[src/cjklb_pkg.sv]
// Package for the CJK line-break classifier: result types, taboo tables and decision functions.
`timescale 1ns / 1ps

package cjklb_pkg;

    // Default width of the saturating byte position counter.
    localparam int POSITION_BITS_DEFAULT = 16;

    // Depth of the result queue; it must be a power of two of at least four.
    localparam int QUEUE_DEPTH = 4;

    // Width of the char_start field.
    localparam int START_BITS = 16;

    // One result transaction.
    typedef struct packed {
        logic [START_BITS-1:0] char_start;
        logic [2:0]            char_bytes;
        logic                  break_allowed;
        logic                  cut_off;
        logic                  end_of_text;
    } result_t;

    // Results produced by one text byte: the held-back character first, then the current one.
    typedef struct packed {
        logic    a_valid;
        result_t a;
        logic    b_valid;
        result_t b;
    } push_t;

    // Properties of one assembled character that its break decision needs.
    typedef struct packed {
        logic len1;
        logic ascii_brk;
        logic end_taboo;
        logic cjk_range;
    } char_flags_t;

    // Lead byte length code packed two bits per high nibble.
    localparam logic [31:0] LEAD_LENGTH_CODES = 32'hE500_0000;

    // Characters that may not start a line.
    localparam int BEGIN_COUNT = 62;
    localparam logic [31:0] BEGIN_LIST [BEGIN_COUNT] = '{
        32'hE3808100, 32'hE3808200, 32'hEFBC8C00, 32'hEFBC8E00, 32'hEFBC9A00, 32'hEFBC9B00,
        32'hEFBC9F00, 32'hEFBC8100, 32'hE2809900, 32'hE2809D00, 32'hEFBC8900, 32'hE3809500,
        32'hEFBCBD00, 32'hEFBD9D00, 32'hE3808900, 32'hE3808B00, 32'hE3808D00, 32'hE3808F00,
        32'hE3809100, 32'hE3808500, 32'hE383BC00, 32'hE3818100, 32'hE3818300, 32'hE3818500,
        32'hE3818700, 32'hE3818900, 32'hE381A300, 32'hE3828300, 32'hE3828500, 32'hE3828700,
        32'hE3828E00, 32'hE382A100, 32'hE382A300, 32'hE382A500, 32'hE382A700, 32'hE382A900,
        32'hE3838300, 32'hE383A300, 32'hE383A500, 32'hE383A700, 32'hE383AE00, 32'hE383B500,
        32'hE383B600, 32'hE3829B00, 32'hE3829C00, 32'hE383BD00, 32'hE383BE00, 32'hE3829D00,
        32'hE3829E00, 32'hE2809500, 32'hE2809000, 32'hC2B00000, 32'hE280B200, 32'hE280B300,
        32'hE2848300, 32'hEFBC8500, 32'hEFBDA100, 32'hEFBDA300, 32'hEFBDA400, 32'hEFBDB000,
        32'hEFBE9E00, 32'hEFBE9F00
    };

    // Characters that may not end a line.
    localparam int END_COUNT = 20;
    localparam logic [31:0] END_LIST [END_COUNT] = '{
        32'hE2809800, 32'hE2809C00, 32'hEFBC8800, 32'hE3809400, 32'hEFBCBB00, 32'hEFBD9B00,
        32'hE3808800, 32'hE3808A00, 32'hE3808C00, 32'hE3808E00, 32'hE3809000, 32'hEFBFA500,
        32'hEFBC8400, 32'hC2A20000, 32'hC2A30000, 32'hEFBCA000, 32'hC2A70000, 32'hE3809200,
        32'hEFBC8300, 32'hEFBDA200
    };

    // CJK ranges in which a multi-byte character may break.
    localparam int RANGE_COUNT = 6;
    localparam logic [31:0] RANGE_LO [RANGE_COUNT] = '{
        32'hE3808000, 32'hEFBC8000, 32'hE3818000, 32'hE382A000, 32'hE4B88000, 32'hEFA48000
    };
    localparam logic [31:0] RANGE_HI [RANGE_COUNT] = '{
        32'hE380BF00, 32'hEFBFAF00, 32'hE3829F00, 32'hE383BF00, 32'hE9BFBF00, 32'hEFABBF00
    };

    // Character length from its lead byte (1 to 4).
    function automatic logic [2:0] lead_length(input logic [7:0] lead);
        logic [1:0] code;
        code = LEAD_LENGTH_CODES[{lead[7:4], 1'b0} +: 2];
        return {1'b0, code} + 3'd1;
    endfunction

    // Separators after which a one-byte character may break.
    function automatic logic ascii_breaks(input logic [7:0] c);
        logic r;
        unique case (c) inside
            8'h00, 8'h09, 8'h0A, 8'h20, 8'h26, 8'h2A, 8'h2B, 8'h2D,
            8'h2F, 8'h3C, 8'h3D, 8'h3E, 8'h5C, 8'h5E, 8'h7C: r = 1'b1;
            default: r = 1'b0;
        endcase
        return r;
    endfunction

    // Parallel match against the begin-taboo table.
    function automatic logic in_begin_list(input logic [31:0] word);
        logic hit;
        hit = 1'b0;
        for (int i = 0; i < BEGIN_COUNT; i++) begin
            hit = hit | (word == BEGIN_LIST[i]);
        end
        return hit;
    endfunction

    // Parallel match against the end-taboo table.
    function automatic logic in_end_list(input logic [31:0] word);
        logic hit;
        hit = 1'b0;
        for (int i = 0; i < END_COUNT; i++) begin
            hit = hit | (word == END_LIST[i]);
        end
        return hit;
    endfunction

    // Parallel range checks over the CJK blocks.
    function automatic logic in_cjk_range(input logic [31:0] word);
        logic hit;
        hit = 1'b0;
        for (int i = 0; i < RANGE_COUNT; i++) begin
            hit = hit | ((word >= RANGE_LO[i]) && (word <= RANGE_HI[i]));
        end
        return hit;
    endfunction

    // Gather the per-character properties.
    function automatic char_flags_t char_flags(input logic [31:0] word, input logic [2:0] len);
        char_flags_t f;
        f.len1      = (len == 3'd1);
        f.ascii_brk = ascii_breaks(word[31:24]);
        f.end_taboo = in_end_list(word);
        f.cjk_range = in_cjk_range(word);
        return f;
    endfunction

    // Break decision given what follows the character.
    function automatic logic decide(input char_flags_t f, input logic next_cut,
                                    input logic next_begin);
        logic r;
        if (f.len1) begin
            r = f.ascii_brk;
        end
        else if (f.end_taboo) begin
            r = 1'b0;
        end
        else if (next_cut) begin
            r = 1'b1;
        end
        else if (next_begin) begin
            r = 1'b0;
        end
        else begin
            r = f.cjk_range;
        end
        return r;
    endfunction

endpackage

[src/cjklb_core.sv]
// Character assembly, one-character lookahead and break decision for each text byte.
`timescale 1ns / 1ps

module cjklb_core #(
    parameter int POSITION_BITS = cjklb_pkg::POSITION_BITS_DEFAULT
) (
    input  logic              clk,
    input  logic              rst_n,
    input  logic              step,
    input  logic [7:0]        text_byte,
    input  logic              final_byte,
    output cjklb_pkg::push_t  push
);

    // Control state.
    logic [POSITION_BITS-1:0] pos_reg, pos_next;
    logic [2:0]               have_reg, have_next;
    logic                     pend_valid_reg, pend_valid_next;

    // Payload state.
    logic [31:0]              word_reg, word_next;
    logic [2:0]               need_reg, need_next;
    logic [POSITION_BITS-1:0] astart_reg, astart_next;
    logic [2:0]               pend_len_reg, pend_len_next;
    logic [POSITION_BITS-1:0] pend_start_reg, pend_start_next;
    cjklb_pkg::char_flags_t   pend_flags_reg, pend_flags_next;

    // Values of the character after this byte is added.
    logic                     have_zero;
    logic                     stray;
    logic [31:0]              word_asm;
    logic [2:0]               need_asm;
    logic [2:0]               have_asm;
    logic [POSITION_BITS-1:0] start_asm;
    logic                     complete;
    logic                     cut;
    cjklb_pkg::char_flags_t   cur_flags;
    logic                     cur_begin;

    // Add the byte to the character under assembly.
    always_comb
    begin
        have_zero = (have_reg == 3'd0);
        stray     = have_zero && (text_byte[7:6] == 2'b10);
        if (have_zero) begin
            word_asm  = {text_byte, 24'h000000};
            need_asm  = cjklb_pkg::lead_length(text_byte);
            have_asm  = 3'd1;
            start_asm = pos_reg;
        end
        else begin
            case (have_reg[1:0])
                2'd1:    word_asm = word_reg | {8'h00, text_byte, 16'h0000};
                2'd2:    word_asm = word_reg | {16'h0000, text_byte, 8'h00};
                2'd3:    word_asm = word_reg | {24'h000000, text_byte};
                default: word_asm = word_reg | {text_byte, 24'h000000};
            endcase
            need_asm  = need_reg;
            have_asm  = have_reg + 3'd1;
            start_asm = astart_reg;
        end
        complete  = !stray && (have_asm >= need_asm);
        cut       = !stray && !complete && final_byte;
        cur_flags = cjklb_pkg::char_flags(word_asm, need_asm);
        cur_begin = cjklb_pkg::in_begin_list(word_asm);
    end

    // Results: the held-back character resolved by this byte, then the current character.
    always_comb
    begin
        push.a_valid            = step && pend_valid_reg && (stray || complete || cut);
        push.a.char_start       = cjklb_pkg::START_BITS'(32'(pend_start_reg));
        push.a.char_bytes       = pend_len_reg;
        push.a.break_allowed    = cjklb_pkg::decide(pend_flags_reg, cut, complete && cur_begin);
        push.a.cut_off          = 1'b0;
        push.a.end_of_text      = stray && final_byte;
        push.b_valid            = step && ((complete && final_byte) || cut);
        push.b.char_start       = cjklb_pkg::START_BITS'(32'(start_asm));
        push.b.char_bytes       = need_asm;
        push.b.break_allowed    = cut | cjklb_pkg::decide(cur_flags, 1'b0, 1'b0);
        push.b.cut_off          = cut;
        push.b.end_of_text      = 1'b1;
    end

    // Next state for one accepted byte.
    always_comb
    begin
        pos_next        = pos_reg;
        have_next       = have_reg;
        pend_valid_next = pend_valid_reg;
        word_next       = word_reg;
        need_next       = need_reg;
        astart_next     = astart_reg;
        pend_len_next   = pend_len_reg;
        pend_start_next = pend_start_reg;
        pend_flags_next = pend_flags_reg;
        if (step) begin
            if (final_byte) begin
                pos_next        = '0;
                have_next       = 3'd0;
                pend_valid_next = 1'b0;
            end
            else begin
                if (pos_reg != {POSITION_BITS{1'b1}}) begin
                    pos_next = pos_reg + POSITION_BITS'(1);
                end
                if (stray) begin
                    pend_valid_next = 1'b0;
                end
                else if (complete) begin
                    have_next       = 3'd0;
                    pend_valid_next = 1'b1;
                    pend_len_next   = need_asm;
                    pend_start_next = start_asm;
                    pend_flags_next = cur_flags;
                end
                else begin
                    have_next   = have_asm;
                    word_next   = word_asm;
                    need_next   = need_asm;
                    astart_next = start_asm;
                end
            end
        end
    end

    // Control registers.
    always_ff @(posedge clk or negedge rst_n)
    begin
        if (!rst_n) begin
            pos_reg        <= '0;
            have_reg       <= 3'd0;
            pend_valid_reg <= 1'b0;
        end
        else begin
            pos_reg        <= pos_next;
            have_reg       <= have_next;
            pend_valid_reg <= pend_valid_next;
        end
    end

    // Payload registers.
    always_ff @(posedge clk)
    begin
        word_reg       <= word_next;
        need_reg       <= need_next;
        astart_reg     <= astart_next;
        pend_len_reg   <= pend_len_next;
        pend_start_reg <= pend_start_next;
        pend_flags_reg <= pend_flags_next;
    end

    // A final byte leaves no character under assembly and nothing held back.
    assert property (@(posedge clk) disable iff (!rst_n)
        step && final_byte |=> (have_reg == 3'd0) && !pend_valid_reg && (pos_reg == '0))
        else $error("state not cleared after final byte");

    // The current character is only reported at the end of the text.
    assert property (@(posedge clk) disable iff (!rst_n)
        push.b_valid |-> push.b.end_of_text && final_byte)
        else $error("current character reported before end of text");

    // A character under assembly never holds more bytes than its lead byte calls for.
    assert property (@(posedge clk) disable iff (!rst_n)
        (have_reg != 3'd0) |-> (have_reg < need_reg))
        else $error("assembly count overran character length");

endmodule

[src/cjklb_result_queue.sv]
// Small result queue that takes up to two results per cycle and delivers one when the receiver does not stall.
`timescale 1ns / 1ps

module cjklb_result_queue (
    input  logic                clk,
    input  logic                rst_n,
    input  cjklb_pkg::push_t    push,
    output logic                room,
    output logic                out_valid,
    input  logic                out_stall,
    output cjklb_pkg::result_t  head
);

    localparam int DEPTH = cjklb_pkg::QUEUE_DEPTH;
    localparam int PTR_W = $clog2(DEPTH);
    localparam int CNT_W = $clog2(DEPTH + 1);

    cjklb_pkg::result_t mem_reg [DEPTH];
    logic [PTR_W-1:0]   wr_ptr_reg, wr_ptr_next;
    logic [PTR_W-1:0]   rd_ptr_reg, rd_ptr_next;
    logic [CNT_W-1:0]   count_reg, count_next;
    logic [1:0]         push_n;
    logic               pop;
    logic [PTR_W-1:0]   wr_second;

    // Head of the queue and free space for a full pair of results.
    assign out_valid = (count_reg != '0);
    assign head      = mem_reg[rd_ptr_reg];
    assign room      = (count_reg <= CNT_W'(DEPTH - 2));
    assign pop       = out_valid && !out_stall;
    assign push_n    = {1'b0, push.a_valid} + {1'b0, push.b_valid};
    assign wr_second = wr_ptr_reg + PTR_W'(1);

    // Pointer and count updates.
    always_comb
    begin
        wr_ptr_next = wr_ptr_reg + PTR_W'(push_n);
        rd_ptr_next = rd_ptr_reg + PTR_W'(pop);
        count_next  = count_reg + CNT_W'(push_n) - CNT_W'(pop);
    end

    always_ff @(posedge clk or negedge rst_n)
    begin
        if (!rst_n) begin
            wr_ptr_reg <= '0;
            rd_ptr_reg <= '0;
            count_reg  <= '0;
        end
        else begin
            wr_ptr_reg <= wr_ptr_next;
            rd_ptr_reg <= rd_ptr_next;
            count_reg  <= count_next;
        end
    end

    // Storage: the held-back result goes in first, the current one after it.
    always_ff @(posedge clk)
    begin
        if (push.a_valid) begin
            mem_reg[wr_ptr_reg] <= push.a;
            if (push.b_valid) begin
                mem_reg[wr_second] <= push.b;
            end
        end
        else if (push.b_valid) begin
            mem_reg[wr_ptr_reg] <= push.b;
        end
    end

    // The queue never holds more than its depth.
    assert property (@(posedge clk) disable iff (!rst_n)
        count_reg <= CNT_W'(DEPTH))
        else $error("result queue count out of range");

    // Results are only pushed when there is space for them.
    assert property (@(posedge clk) disable iff (!rst_n)
        (push_n != 2'd0) |-> ((count_reg + CNT_W'(push_n)) <= CNT_W'(DEPTH)))
        else $error("result queue overflow");

endmodule

[src/utf8_cjk_line_break_classifier.sv]
// Top level of the UTF-8 CJK line-break classifier.
`timescale 1ns / 1ps

// Usage:
// The input channel (in_valid, in_stall) carries one byte of UTF-8 text per
// transaction, with final_byte set on the last byte of a text. The output
// channel (out_valid, out_stall) carries one result per character: its start
// position, its length, whether a line may end after it, and the cut-off and
// end-of-text marks. Each decision waits for the following character, so a
// character's result leaves with the byte that completes the next character,
// with a stray continuation byte, or with the final byte of the text.
// A result passes through the input register, then the result queue, before it
// is presented; it can be taken at a clock edge when out_stall is low.
// Throughput: one byte per cycle while the result queue has room. One byte
// can produce two results; a four-entry result queue absorbs them, and the
// input stalls while that queue holds more than two results.
// When the receiver stalls, the head result holds steady and the queue fills;
// the input then stalls. Reset clears the position counter, the character
// under assembly and the held-back character; the next byte starts a new text
// at position zero, as it also does after any final byte.
module utf8_cjk_line_break_classifier #(
    parameter int POSITION_BITS = cjklb_pkg::POSITION_BITS_DEFAULT
) (
    input  logic        clk,
    input  logic        rst_n,
    input  logic        in_valid,
    output logic        in_stall,
    input  logic [7:0]  text_byte,
    input  logic        final_byte,
    output logic        out_valid,
    input  logic        out_stall,
    output logic [15:0] char_start,
    output logic [2:0]  char_bytes,
    output logic        break_allowed,
    output logic        cut_off,
    output logic        end_of_text
);

    logic               in_valid_reg, in_valid_next;
    logic [7:0]         byte_reg;
    logic               final_reg;
    logic               room;
    logic               advance;
    logic               accept;
    cjklb_pkg::push_t   push;
    cjklb_pkg::result_t head;

    // Input register handshake.
    assign advance  = in_valid_reg && room;
    assign in_stall = in_valid_reg && !room;
    assign accept   = in_valid && !in_stall;

    always_comb
    begin
        if (accept) begin
            in_valid_next = 1'b1;
        end
        else if (advance) begin
            in_valid_next = 1'b0;
        end
        else begin
            in_valid_next = in_valid_reg;
        end
    end

    always_ff @(posedge clk or negedge rst_n)
    begin
        if (!rst_n) begin
            in_valid_reg <= 1'b0;
        end
        else begin
            in_valid_reg <= in_valid_next;
        end
    end

    always_ff @(posedge clk)
    begin
        if (accept) begin
            byte_reg  <= text_byte;
            final_reg <= final_byte;
        end
    end

    // Character assembly and break decisions.
    cjklb_core #(
        .POSITION_BITS (POSITION_BITS)
    ) u_core (
        .clk        (clk),
        .rst_n      (rst_n),
        .step       (advance),
        .text_byte  (byte_reg),
        .final_byte (final_reg),
        .push       (push)
    );

    // Result queue feeding the output channel.
    cjklb_result_queue u_queue (
        .clk       (clk),
        .rst_n     (rst_n),
        .push      (push),
        .room      (room),
        .out_valid (out_valid),
        .out_stall (out_stall),
        .head      (head)
    );

    assign char_start    = head.char_start;
    assign char_bytes    = head.char_bytes;
    assign break_allowed = head.break_allowed;
    assign cut_off       = head.cut_off;
    assign end_of_text   = head.end_of_text;

endmodule

[config.mk]
export PLATFORM = sky130hd
export DESIGN_NAME = utf8_cjk_line_break_classifier
export DESIGN_NICKNAME = d
export VERILOG_FILES = /design/src/cjklb_pkg.sv /design/src/cjklb_core.sv /design/src/cjklb_result_queue.sv /design/src/utf8_cjk_line_break_classifier.sv
export SDC_FILE = /design/constraint.sdc
export NUM_CORES = 1
export LEC_CHECK = 0
export ABC_AREA = 1
export BUFFER_PORTS_ARGS = -buffer_cell sky130_fd_sc_hd__buf_2
export CAP_MARGIN = 15
export CORE_ASPECT_RATIO = 0.6
export CORE_MARGIN = 4
export CORE_UTILIZATION = 45
export DETAILED_ROUTE_END_ITERATION = 16
export PLACE_DENSITY = 0.66
export SLEW_MARGIN = 20
export SYNTH_ARGS = -nofsm -noshare
export SYNTH_HDL_FRONTEND = slang
export SYNTH_HIERARCHICAL = 1
export SYNTH_SLANG_ARGS = --single-unit
[constraint.sdc]
create_clock -name clk -period 6.8 [get_ports clk]
set_input_delay 1.02 -clock clk [delete_from_list [all_inputs] [get_ports clk]]
set_output_delay 1.02 -clock clk [all_outputs]
set_load 0.01 [all_outputs]
==> flow_metrics.py, run 1 <==
metrics = {
    "cts": {
        "numCtsBuffers": 17,
        "clock_latency_ps": 440,
        "cts.sinks": 199,
        "cts-root-buf": "clkbuf_16",
        "cts_setup_buffers": 0,
        "cts.reportedPaths.clkPinSlew_ps": 70,
        "ctsLongestPathBuffers": 2,
        "htreeDepth": 4,
        "cts_tree": "yes",
        "cts_resized": 0,
        "cts_hold_buffers": 0,
    },
    "synth": {
        "synth_area_um2": 12700,
        "syn_nets": 1726,
        "yosysUniqueCellTypes": 52,
        "synth_edf_count": 171,
        "synth_area_per_cell_um2": 7.52,
        "syn_inst": 1693,
        "ys.flop_type": "edfxtp_1",
        "synth_warnings": 6,
        "ys_ff_latch": 199,
        "postSynth.asyncResetShare_pct": 14.1,
        "ys_seq_area_share_pct": 45.8,
    },
    "layout": {
        "area_growth_pct": 8.24,
        "stdcell_area_um2": 13800,
        "n_antenna_cell": 0,
        "mostFrequentLayoutCells": "618 x nand2_1, 239 x inv_1, 171 x edfxtp_1",
        "final_core_util_pct": 49.7,
        "final_common_cell": "nand2_1",
        "nNetsFinal": 1727,
        "fill_cells": 2675,
        "drive_gt1_share_pct": 10.8,
        "largest_reg_flops": 88,
    },
    "timing": {
        "layout_worst_path_cycle_share_pct": 79.3,
        "slew-limit-headroom_pct": 24.8,
        "tightestPinTransition_ps": 1120,
        "whs_ps": 505,
        "setup_tns_ps": 0,
        "finalMaxSlewViolations": 0,
        "finalHoldViolCount": 0,
        "setup_slack_ps": 1410,
        "fmaxAchievable_mhz": 185,
        "setup_viol": 0,
        "finClkSkew_ps": 10.7,
        "min_period_ps": 5390,
        "rsz0062_at_grt": "false",
    },
    "power_and_ir_drop": {
        "leakage_nw": 6.52,
        "power.density_nw_per_um2": 376,
        "ir_worst_vdd_mv": 0.221,
    },
    "run": {
        "cap_viol_max_count": 0,
    },
    "floorplanning": {
        "rows": 47,
        "ioPinCount": 37,
        "die_w_um": 225,
        "die_y_um": 138,
        "core_area_um2": 27700,
        "start_util_pct": 46.0,
        "die_area_um2": 31100,
    },
    "detailed_routing": {
        "drtIter0Drc": 1404,
        "wl_per_cell_um": 17.3,
        "drc": 0,
        "viasPerCell": 5.44,
        "dr_total_vias": 11291,
        "totalWireLength_mm": 35.9,
        "final_antenna_net_count": 0,
        "drtPass1Iterations": 6,
    },
    "status": {
        "status": "finished clean",
    },
    "grt": {
        "grtUsageTotal_pct": 22.9,
        "grt_overflow": 0,
        "antenna_found_initial": 0,
        "grt_max_degree": 61,
        "grt_pass1_vias": 9966,
        "grt_pass1_wl_mm": 56.7,
    },
    "placed_design": {
        "routabilityCongestion": 0.943,
        "placed_cell_area_um2": 13200,
        "dp_slack_ps": 1470,
        "portBuffers": 36,
        "dp_hpwl_mm": 25.4,
    },
    "worst_setup_path": {
        "criticalPathCategory": "reg2reg",
        "cp_data_required_time_ps": 6970,
        "worstPathMaxFanout": 60,
        "critPathArrivalTime_ps": 5570,
        "critical_path.startpoint_type": "flop",
        "cp-end-kind": "flop",
    },
    "min_path": {
        "hp-class": "reg2reg",
    },
}
[metrics by stage]
stage                     std cells  power [mW]
after floorplan                1693        3.40
after global placement         2042        4.04
after detailed placement       2042        4.09
after CTS                      2074        5.15
after global routing           2074        5.52
final                          2074        5.18
[area by class of cell]
class | instances | area [um2] | share of cell area [%]
Sequential cell | 199 | 5840 | 42.4
Multi-Input combinational cell | 1166 | 5590 | 40.6
Inverter | 255 | 960 | 6.97
Tap cell | 367 | 459 | 3.33
Clock buffer | 18 | 429 | 3.12
Timing Repair Buffer | 55 | 323 | 2.34
Clock inverter | 14 | 183 | 1.33
[final timing paths]
check	slack, ps	depth (start not counted)	end	start
max	1410	16	u_queue/mem_reg[2][8]	u_core/have_reg[0]
min	510	2	u_core/pend_valid_reg	u_core/pend_valid_reg
max reg2reg	1410	16	u_queue/mem_reg[2][8]	u_core/have_reg[0]
min reg2reg	510	2	u_core/pend_valid_reg	u_core/pend_valid_reg
max in group asynchronous	5710	1	u_queue/rd_ptr_reg[1]	rst_n
min in group asynchronous	610	1	u_queue/count_reg[2]	rst_n
[routing by layer]
metal / vias up / GRT usage [%] / part of all wire [%]
met5: - / 0 / 0
met4: 0 / 4.58 / 0.99
met3: 30 / 5.66 / 12
met2: 556 / 28.3 / 37
met1: 5254 / 39.3 / 50
li1: 5451 / - / -
[cells in the mapped netlist, drive strengths merged (3+ instances only)]
library cell / instances / area (um2)
nand2: 647 / 2530
inv: 253 / 952
edfxtp: 171 / 5130
nor2: 139 / 664
nand3: 136 / 758
nand4: 80 / 500
o21ai: 66 / 364
buf: 46 / 278
a21oi: 30 / 165
dfrtp: 28 / 701
clkbuf: 27 / 101
ha: 19 / 238
nor3: 13 / 70.1
nor4: 6 / 37.5
a211oi: 3 / 22.5
o22ai: 3 / 18.8
[where the power goes]
part / internal (mW) / switching, mW
registers: 1.68 / 0.137
clock network: 0.612 / 0.454
logic: 0.577 / 1.72
total: 2.87 / 2.31
[logic make-up (layout without fill, tap and decap cells)]
kind of cell | Yosys count | count (layout) | share of synthesized area [%]
flip-flops | 199 | 199 | 45.8
XOR/XNOR | 2 | 2 | 0.138
AND/OR/NAND/NOR | 1027 | 1027 | 36.1
AO/OA/AOI/OAI | 115 | 115 | 5.31
adder cells (fa/ha/maj) | 20 | 20 | 2.02
buffers and inverters | 328 | 342 | 10.5
other | 2 | 2 | 0.0590
[critical path, cell delays in order, from the launching register on]
cell     delay [ps]
dfrtp_1         420
inv_1           150
ha_1            580
nand2_4         490
o21ai_0         860
ha_1            270
o21ai_0          90
a31oi_1         230
inv_1           150
o21ai_0         290
nor2_1          110
ha_2            190
buf_4           280
nand3_1         150
buf_4           320
o21ai_2         220
buf_4           280
No activity file was read; power rests on OpenSTA's default activity.
==> inputs of run 2 (changes only) <==
clock period = 5.5 ns   (was 6.8 ns; I/O delays follow)
==> flow_metrics.py, run 2 (synthesized netlist as in run 1, its figures left out) <==
metrics = {
    "status": {
        "status": "finished clean",
    },
    "worst_setup_path": {
        "criticalPathCategory": "reg2reg",
        "rr_worst_depth": 17,
        "r2r_setup_slack_ps": 600,
        "rr_endpoint": "u_queue/mem_reg[1][20]",
        "crit_chain": "inv_1 -> ha_1 -> inv_4 -> nor2_8 -> or2_2 -> o21ai_0 -> ha_1 -> nand2_1 -> o21ai_0 -> a31oi_1 -> inv_1 -> o21ai_0 -> nor2_1 -> ha_2 -> nand2_1 -> o21ai_2 -> buf_4",
        "crit_start": "u_core/have_reg[0]",
        "critPathTopFamily": "adder cells",
        "cp_data_required_time_ps": 5640,
        "regToRegStartpoint": "u_core/have_reg[0]",
        "cp-end-kind": "flop",
        "critPathArrivalTime_ps": 5040,
        "cp_slowest_cell": "ha_1",
        "critical_path.startpoint_type": "flop",
        "cpMostUsedCell": "o21ai_0",
        "slowest_delay_ps": 580,
        "worstPathMaxFanout": 20,
        "critPathBufInv": 4,
        "cp-endpoint": "u_queue/mem_reg[1][20]",
        "cp.depth": 17,
    },
    "grt": {
        "grt.busiest_layer": "met1",
        "grt_pass1_wl_mm": 56.1,
        "use_met1_pct": 39.3,
        "grt_pass1_vias": 9833,
        "antenna_found_initial": 0,
        "grtUsageTotal_pct": 23.0,
        "grt_use_met3_pct": 6.27,
        "met2_usage_pct": 28.1,
        "grt_max_degree": 52,
        "grt_overflow": 0,
    },
    "placed_design": {
        "dp_slack_ps": 699,
        "dp_hpwl_mm": 24.9,
        "portBuffers": 36,
        "routabilityCongestion": 0.925,
    },
    "cts": {
        "cts_resized": 0,
        "cts_tree": "yes",
        "cts_hold_buffers": 0,
        "clock_latency_ps": 450,
        "htreeDepth": 4,
        "cts-root-buf": "clkbuf_16",
        "cts_setup_buffers": 0,
        "cts.reportedPaths.clkPinSlew_ps": 70,
        "numCtsBuffers": 17,
        "cts.sinks": 199,
        "ctsLongestPathBuffers": 2,
    },
    "run": {
        "cap_viol_max_count": 0,
    },
    "floorplanning": {
        "core_area_um2": 27700,
        "ioPinCount": 37,
        "die_y_um": 138,
        "die_w_um": 225,
        "start_util_pct": 46.0,
        "die_area_um2": 31100,
        "rows": 47,
    },
    "power_and_ir_drop": {
        "power.density_nw_per_um2": 464,
        "power_mw": 6.43,
        "leakage_nw": 6.59,
        "ir_worst_vdd_mv": 0.342,
    },
    "detailed_routing": {
        "drtPass1Iterations": 5,
        "drc": 0,
        "wl_per_cell_um": 17.1,
        "drtIter0Drc": 1310,
        "final_antenna_net_count": 0,
        "viasPerCell": 5.39,
        "totalWireLength_mm": 35.8,
        "dr_total_vias": 11236,
    },
    "timing": {
        "fmaxAchievable_mhz": 204,
        "whs_ps": 406,
        "finalHoldViolCount": 0,
        "finalMaxSlewViolations": 0,
        "setup_tns_ps": 0,
        "setup_viol": 0,
        "finClkSkew_ps": 8.48,
        "layout_worst_path_cycle_share_pct": 89.1,
        "rsz0062_at_grt": "false",
        "min_period_ps": 4900,
        "tightestPinTransition_ps": 1070,
        "setup_slack_ps": 599,
        "slew-limit-headroom_pct": 28.4,
    },
    "layout": {
        "fill_cells": 2632,
        "mostFrequentLayoutCells": "618 x nand2_1, 239 x inv_1, 171 x edfxtp_1",
        "multi_input_comb_area_um2": 5580,
        "area_growth_pct": 8.83,
        "drive_gt1_share_pct": 11.5,
        "largest_reg_flops": 88,
        "nNetsFinal": 1739,
        "final_common_cell": "nand2_1",
        "n_antenna_cell": 0,
        "final_core_util_pct": 50.0,
        "seq_area_um2": 5840,
    },
    "min_path": {
        "hp-class": "in2async",
    },
}
run 2: where the power goes:
| part | switching (mW) | internal [mW] |
|---|---|---|
| Combinational | 2.23 | 0.757 |
| Sequential | 0.116 | 2.08 |
| Clock | 0.579 | 0.668 |
| Total | 2.92 | 3.50 |
run 2: routing by layer:
metal  up-vias  share of wire [%]  routed length, um
met3        24                 12               4250
met1      5157                 51              18200
met5         -                  0                  0
met2       563                 36              13000
li1       5492                  -                  -
met4         0               0.87                311
run 2: stage by stage:
step,cells,area [um2]
CTS,2086,13900
global placement,2054,13300
finish,2086,13900
floorplan,1693,12700
global route,2086,13900
detailed placement,2054,13300
run 2: layout make-up:
class / count / share of cell area (%)
Multi-Input combinational cell: 1166 / 40.3
Clock buffer: 19 / 3.35
Tap cell: 367 / 3.31
Inverter: 255 / 6.93
Clock inverter: 13 / 0.822
Sequential cell: 199 / 42.1
Timing Repair Buffer: 67 / 3.16
run 2: worst min path at each step:
| stage | from | to | cells past startpoint |
|---|---|---|---|
| after floorplan | u_core/pend_valid_reg | u_core/pend_valid_reg | 2 |
| after global placement | u_core/pend_valid_reg | u_core/pend_valid_reg | 2 |
| after detailed placement | u_core/pend_valid_reg | u_core/pend_valid_reg | 2 |
| after CTS | rst_n | u_queue/count_reg[0] | 1 |
| after global routing | rst_n | in_valid_reg | 1 |
| final | rst_n | u_queue/count_reg[0] | 1 |
run 2: worst reg2reg max path: cells and delay by family, from the launching register on:
kind | cells | cell delay (ps)
adders and majority gates | 3 | 1480
and+or+nand+nor | 5 | 1190
buffers and inverters | 4 | 790
AOI/OAI and AO/OA | 5 | 690
DFF | 1 | 430
==> inputs of run 3 (changes only) <==
CORE_ASPECT_RATIO = 2   (was 0.6)
MAX_ROUTING_LAYER = met4   (was default)
==> flow_metrics.py, run 3 (synthesized netlist as in run 1, its figures left out) <==
metrics = {
    "layout": {
        "n_antenna_cell": 0,
        "drive_gt1_share_pct": 11.1,
        "final_common_cell": "nand2_1",
        "mostFrequentLayoutCells": "618 x nand2_1, 239 x inv_1, 171 x edfxtp_1",
        "area_growth_pct": 8.29,
        "fin_cells": 2065,
        "largest_reg_flops": 88,
        "nNetsFinal": 1733,
    },
    "detailed_routing": {
        "viasPerCell": 5.36,
        "dr_total_vias": 11073,
        "drtIter0Drc": 994,
        "final_antenna_net_count": 0,
        "wl_per_cell_um": 17.4,
        "drc": 0,
        "totalWireLength_mm": 36.0,
        "drtPass1Iterations": 7,
    },
    "worst_setup_path": {
        "critPathArrivalTime_ps": 5060,
        "regToRegStartpoint": "u_core/have_reg[1]",
        "worstPathMaxFanout": 14,
        "cp-end-kind": "flop",
        "rr_endpoint": "u_queue/count_reg[2]",
        "cpMostUsedCell": "inv_1",
        "critical_path.startpoint_type": "flop",
        "cp_data_required_time_ps": 5890,
        "criticalPathCategory": "reg2reg",
        "rr_worst_depth": 23,
        "cp_slowest_cell": "ha_1",
        "slowest_delay_ps": 560,
        "r2r_setup_slack_ps": 820,
        "crit_chain": "inv_1 -> ha_1 -> inv_4 -> nor2_8 -> or2_2 -> o21ai_0 -> ha_1 -> a21oi_1 -> o21ai_0 -> a31oi_1 -> inv_1 -> o21ai_0 -> nor2_1 -> inv_1 -> ha_1 -> inv_1 -> ha_1 -> inv_1 -> ha_1 -> fa_1 -> inv_1 -> nand3_1 -> nand2_1",
    },
    "timing": {
        "slew-limit-headroom_pct": 29.8,
        "tightestPinTransition_ps": 1050,
        "finClkSkew_ps": 15.9,
        "fmaxAchievable_mhz": 214,
        "rsz0062_at_grt": "false",
        "min_period_ps": 4680,
        "setup_tns_ps": 0,
        "layout_worst_path_cycle_share_pct": 85.0,
        "finalHoldViolCount": 0,
        "finalMaxSlewViolations": 0,
        "setup_viol": 0,
    },
    "cts": {
        "cts.reportedPaths.clkPinSlew_ps": 70,
        "cts_resized": 0,
        "clock_latency_ps": 450,
        "cts_setup_buffers": 0,
        "cts_hold_buffers": 0,
        "numCtsBuffers": 17,
        "cts_tree": "yes",
        "cts.sinks": 199,
        "htreeDepth": 4,
        "cts-root-buf": "clkbuf_16",
        "ctsLongestPathBuffers": 2,
    },
    "power_and_ir_drop": {
        "ir_worst_vdd_mv": 0.286,
        "leakage_nw": 6.55,
        "power.density_nw_per_um2": 458,
    },
    "grt": {
        "grtUsageTotal_pct": 24.1,
        "grt_overflow": 0,
        "grt_max_degree": 89,
        "grt_pass1_vias": 10967,
        "antenna_found_initial": 0,
        "grt_pass1_wl_mm": 56.9,
    },
    "floorplanning": {
        "ioPinCount": 37,
        "die_y_um": 246,
        "die_w_um": 127,
        "start_util_pct": 45.8,
        "core_area_um2": 27800,
        "die_area_um2": 31200,
        "rows": 86,
    },
    "status": {
        "status": "finished clean",
    },
    "run": {
        "cap_viol_max_count": 0,
    },
    "placed_design": {
        "routabilityCongestion": 1.00,
        "dp_hpwl_mm": 26.4,
        "portBuffers": 36,
        "dp_cells": 2033,
    },
    "min_path": {
        "hp-class": "in2async",
    },
}
[run 3: area by class of cell]
class / instances / area (um2)
clock buffer: 17 / 425
clock inverter: 15 / 173
fill: 2751 / 14000
inverter: 255 / 960
multi-input combinational: 1166 / 5580
sequential: 199 / 5840
tap: 352 / 440
timing repair buffer: 61 / 368
[run 3: per-layer routing]
layer,part of all wire [%],wire (um),GRT usage (%)
met2,57,20400,45.9
met4,6.1,2200,15.5
met1,34,12100,22.2
met3,3.6,1300,2.61
met5,0,0,-
[run 3: how the worst max path moves through the flow]
| stage | cells past startpoint | endpoint | start |
|---|---|---|---|
| 2_1_floorplan | 10 | u_core/astart_reg[0] | u_core/have_reg[0] |
| 3_3_place_gp | 23 | u_queue/count_reg[2] | u_core/have_reg[1] |
| 3_5_place_dp | 23 | u_queue/count_reg[2] | u_core/have_reg[0] |
| 4_1_cts | 23 | u_queue/count_reg[2] | u_core/have_reg[1] |
| 5_1_grt | 23 | u_queue/count_reg[2] | u_core/have_reg[1] |
| 6_report | 23 | u_queue/count_reg[2] | u_core/have_reg[1] |
[run 3: critical path: cells and delay by family, from the launching register on]
| family | cells | cell delay [ps] |
|---|---|---|
| AOI/OAI and AO/OA | 5 | 870 |
| adders and majority gates | 6 | 1880 |
| buffers and inverters | 7 | 740 |
| DFF | 1 | 440 |
| and+or+nand+nor | 5 | 700 |
[run 3: per-stage QoR]
stage                     setup slack [ps]  hold WS (ps)  power [mW]  area (um2)  util, %
after floorplan                        488           453        4.21       12700        -
after detailed placement               852           499        5.08       13200     47.5
after global placement                 932           480        5.02       13200     47.5
after CTS                              823           417        6.35       13800     49.6
final                                  823           411        6.32       13800     49.6
after global routing                   384           438        6.78       13800     49.6
[run 3: report_power, final]
| group | leakage (nW) | switching, mW | internal, mW |
|---|---|---|---|
| sequential | 1.94 | 0.146 | 2.08 |
| clock | 0.291 | 0.592 | 0.682 |
| combinational | 4.32 | 2.08 | 0.739 |
